==> src/bhsm_pkg.sv <==
// Package for the byte histogram with symbol map.
// Holds the sizes, the function codes and the shared types.
// Used by the channel interfaces, the valid map and the top module.
package bhsm_pkg;

  // Sizes of the histogram.
  localparam int SYMBOLS   = 256;
  localparam int MAX_COUNT = 1048576;
  localparam int IDX_W     = $clog2(SYMBOLS);
  localparam int SYM_W     = 8;
  localparam int FUNC_W    = 2;
  localparam int COUNT_W   = 21;
  localparam int DIST_W    = 9;

  typedef logic [COUNT_W-1:0] count_t;
  typedef logic [DIST_W-1:0]  dist_t;
  typedef logic [IDX_W-1:0]   idx_t;

  // Saturation limit of a bin count, below the full range of the bin width.
  localparam count_t COUNT_LIMIT = COUNT_W'(MAX_COUNT);

  // Function codes of an input item; the fourth code is a no-op.
  typedef enum logic [FUNC_W-1:0] {
    FUNC_COUNT = 2'd0,
    FUNC_READ  = 2'd1,
    FUNC_CLEAR = 2'd2
  } func_t;

  // Command to the valid-flag map from the update stage.
  typedef struct packed {
    logic set;
    logic clear;
    idx_t idx;
  } vmap_cmd_t;

endpackage

==> src/bhsm_valid_map.sv <==
// Per-bin valid flags and the count of distinct symbols.
// Depends on bhsm_pkg for sizes and the command struct.
module bhsm_valid_map (
  input  logic               clk,
  input  logic               rst_n,
  input  bhsm_pkg::vmap_cmd_t cmd,
  input  bhsm_pkg::idx_t     look_idx,
  output logic               look_valid,
  output bhsm_pkg::dist_t    distinct
);
  import bhsm_pkg::*;

  logic [SYMBOLS-1:0] valid_r, valid_nxt;
  dist_t              dist_r, dist_nxt;

  // A clear drops every flag at once; a set on a fresh bin adds one symbol.
  always_comb begin
    valid_nxt = valid_r;
    dist_nxt  = dist_r;
    if (cmd.clear) begin
      valid_nxt = '0;
      dist_nxt  = '0;
    end else if (cmd.set && !valid_r[cmd.idx]) begin
      valid_nxt[cmd.idx] = 1'b1;
      dist_nxt           = dist_r + DIST_W'(1);
    end
  end

  always_ff @(posedge clk) begin
    if (!rst_n) begin
      valid_r <= '0;
      dist_r  <= '0;
    end else begin
      valid_r <= valid_nxt;
      dist_r  <= dist_nxt;
    end
  end

  assign look_valid = valid_r[look_idx];
  assign distinct   = dist_r;

endmodule

==> config.mk <==
export PLATFORM = sky130hd
export DESIGN_NAME = bhsm_valid_map
export DESIGN_NICKNAME = d
export VERILOG_FILES = /design/src/bhsm_pkg.sv /design/src/bhsm_valid_map.sv
export SDC_FILE = /design/constraint.sdc
export NUM_CORES = 1
export LEC_CHECK = 0
export ABC_AREA = 1
export BUFFER_PORTS_ARGS = -buffer_cell sky130_fd_sc_hd__buf_2
export CAP_MARGIN = 0
export CELL_PAD_IN_SITES_DETAIL_PLACEMENT = 1
export CELL_PAD_IN_SITES_GLOBAL_PLACEMENT = 1
export CORE_MARGIN = 4
export CORE_UTILIZATION = 29
export CTS_CLUSTER_SIZE = 40
export DETAILED_ROUTE_END_ITERATION = 12
export PLACE_DENSITY = 0.67
export SLEW_MARGIN = 25
export SYNTH_ARGS = -nofsm -noshare
export SYNTH_HDL_FRONTEND = slang
export SYNTH_SLANG_ARGS = --single-unit
export TNS_END_PERCENT = 20
==> constraint.sdc <==
create_clock -name clk -period 3.5 [get_ports clk]
set_input_delay 0.875 -clock clk [delete_from_list [all_inputs] [get_ports clk]]
set_output_delay 0.875 -clock clk [all_outputs]
set_load 0.01 [all_outputs]
==> impl_results.md <==
- Outcome: finished, final reports clean
- Number of routed nets with antenna violations: 0
- Pwr per Cell Area: 400 nW/µm²
- TritonCTS buffer count: 36
- Crit path kind: in -> out
- Startpoint Class: primary input
- Worst-path clk slew: 50 ps
- Clk_skew: 37.1 ps
- Die Y: 241 µm
- Global-route wire length before repair: 104000 µm
- Critical-path maximum fanout: 14
- Ys Warns: 0
- Leakage: 6.40 nW
- Most area-consuming cells after synthesis: dfxtp_1 (34%), nand2_1 (14%), nand3_1 (12%)
- Finish-stage setup viols: 0
- Core Area: 53900 µm²
- Clk buf depth: 3
- CTS tree: done
- Setup Fix Bufs, Post-CTS: 0
- Largest net degree at the start of global routing: 75
- Cell with the most instances after synthesis: nand2_1
- Crit path DAT: 2540 ps
- Final Hold Fails: 0
- Ratio of cells with drive above 1 in the final layout: 9.41%
- Die ar.: 58300 µm²
- Most frequent cells after synthesis: nand2_1 (598), nand3_1 (364), a21oi_1 (331)
- Clk sink count: 265
- Die width: 241 µm
- Root buf cell: clkbuf_16
- Final Non-Filler Cells: 3332
- Max Fclk: 293 MHz
- Vias: 17898
- Net count after synthesis: 2637
- Fin crit share: 97.6%
- Synth Instances: 2616
- Library cells used by synthesis: 24
- Async SR Flop Fraction: 0%
- Critical path capture point type: primary output
- Final min period: 3420 ps
- Post-Synthesis Cell Area: 15800 µm²
- Yosys reg bits: 265
- Routed wire length per instance: 20.6 µm
- Final setup TNS: 0 ps
- Initial antenna violation count: 0
- Part of the Yosys area used for sequential elements: 33.6%
- Final Util: 34.8%
- Post-synth EDFFs: 0
- Initial core utilization: 29.3%
- P&R area growth vs syn: 18.8%
- Grt ovf: 0
- Leading area contributor after synthesis: dfxtp_1
- Dpl cells: 3265
- GRT Overall Usage: 22.8%
- Clk_lat worst skew: 560 ps
- Vias per cell: 5.37
- 1st-iter DRT viols: 1561
- Max-slew violations: 0
- PortBufs: 29
- Final wirelength: 68700 µm
- Nets@finish: 2632
- Max-cap violations: 0
- Htree depth: 2
- CP Data Required Time: 2620 ps
- Synth Flop Type: dfxtp_1
- Vias in the first global route: 17998
- Headroom to the max-slew limit: 42.4%
- DP HPWL: 44900 µm
- Drt drc: 0
- Average cell area after synthesis: 6.04 µm²
- Routability-driven placement congestion ratio: 0.917
- FP Rows: 85
- Boundary pin count: 30
- TritonRoute pass-1 iters: 6
- Worst Tran Pin Value: 862 ps
- VDD IR max: 0.000258 V
- Synth top area share: 33.6%
- Worst hold path type: reg -> reg
## area by class of cell
cell class / instances / area [µm²]
well taps: 696 / 871
clock inverters: 11 / 91.3
inverters: 283 / 1070
diodes: 1 / 2.50
fillers: 6927 / 35200
repair buffers: 177 / 1970
flip-flops and latches: 265 / 5310
clock buffers: 51 / 1060
multi-input cells: 1848 / 8400
## cell usage in the layout, fill, tap and decap left out, types with 8 or more instances in the layout
cell,n
nand3_1,361
buf_4,94
inv_1,280
buf_2,26
a21oi_1,329
buf_12,42
o21ai_0,172
clkbuf_16,41
o211ai_1,64
dfxtp_1,265
clkbuf_8,8
nand2_1,598
nor2_1,286
## report_power, final
part / leakage, nW / internal [W] / switching, W
sequential: 2.13 / 0.00302 / 0.00000274
clock: 0.575 / 0.00218 / 0.00148
combinational: 3.69 / 0.000250 / 0.000587
total: 6.40 / 0.00545 / 0.00207
## final timing paths
kind         depth (start not counted)  slack, ps                       from                   endpoint
max                                 14         80                look_idx[0]                 look_valid
min                                  2        470  valid_r[109]$_SDFFE_PP0P_  valid_r[109]$_SDFFE_PP0P_
max reg2reg                         16       1100   valid_r[49]$_SDFFE_PP0P_  valid_r[170]$_SDFFE_PP0P_
min reg2reg                          2        470  valid_r[109]$_SDFFE_PP0P_  valid_r[109]$_SDFFE_PP0P_
## timing repair
item,CTS,global route
endpoints found under the setup margin,1,1
pin swaps,0,1
gates resized for setup,8,19
endpoints found under the hold margin,0,0
gates cloned,0,4
hold buffers,0,0
## state kept, by name, summed over array words and instances (netlist names)
signal,cells
valid_r,256
distinct,9
## per-stage QoR
stage          hold slack, ps  instance area [µm²]  total power (W)  worst slack (ps)
2_1_floorplan             444                15800          0.00350               427
3_3_place_gp              451                17400          0.00386              -123
3_5_place_dp              461                17400          0.00387              -162
4_1_cts                   471                18600          0.00756              25.1
5_1_grt                   490                18800          0.00775             -3.66
6_report                  469                18800          0.00751              82.3
## metal layers
metal	up-vias	share of wire, %	track usage (%)
met3	117	6.7	3.69
li1	8435	-	-
met5	-	0	0
met2	543	46	37.6
met1	8803	45	30.6
met4	0	2.8	7.09
## cell families after synthesis
kind of cell	after synthesis	synth area share (%)
compound gates	583	19.5
xor+xnor	7	0.388
fa+ha+maj	1	0.0792
buf+inv	503	13.5
flops	265	33.6
simple gates	1257	32.9
## worst max-delay path, stage by stage
cell and delay (ps):
buf_16 150, buf_16 170, a21oi_1 180, o21ai_0 120
nand3_1 120, nand3_1 90, nand3_1 100, o21ai_2 90
buf_4 170, nand2_1 60, nand3_1 70, nand3_1 80
nand2_1 90, buf_2 150
No activity file was read; power rests on OpenSTA's default activity.
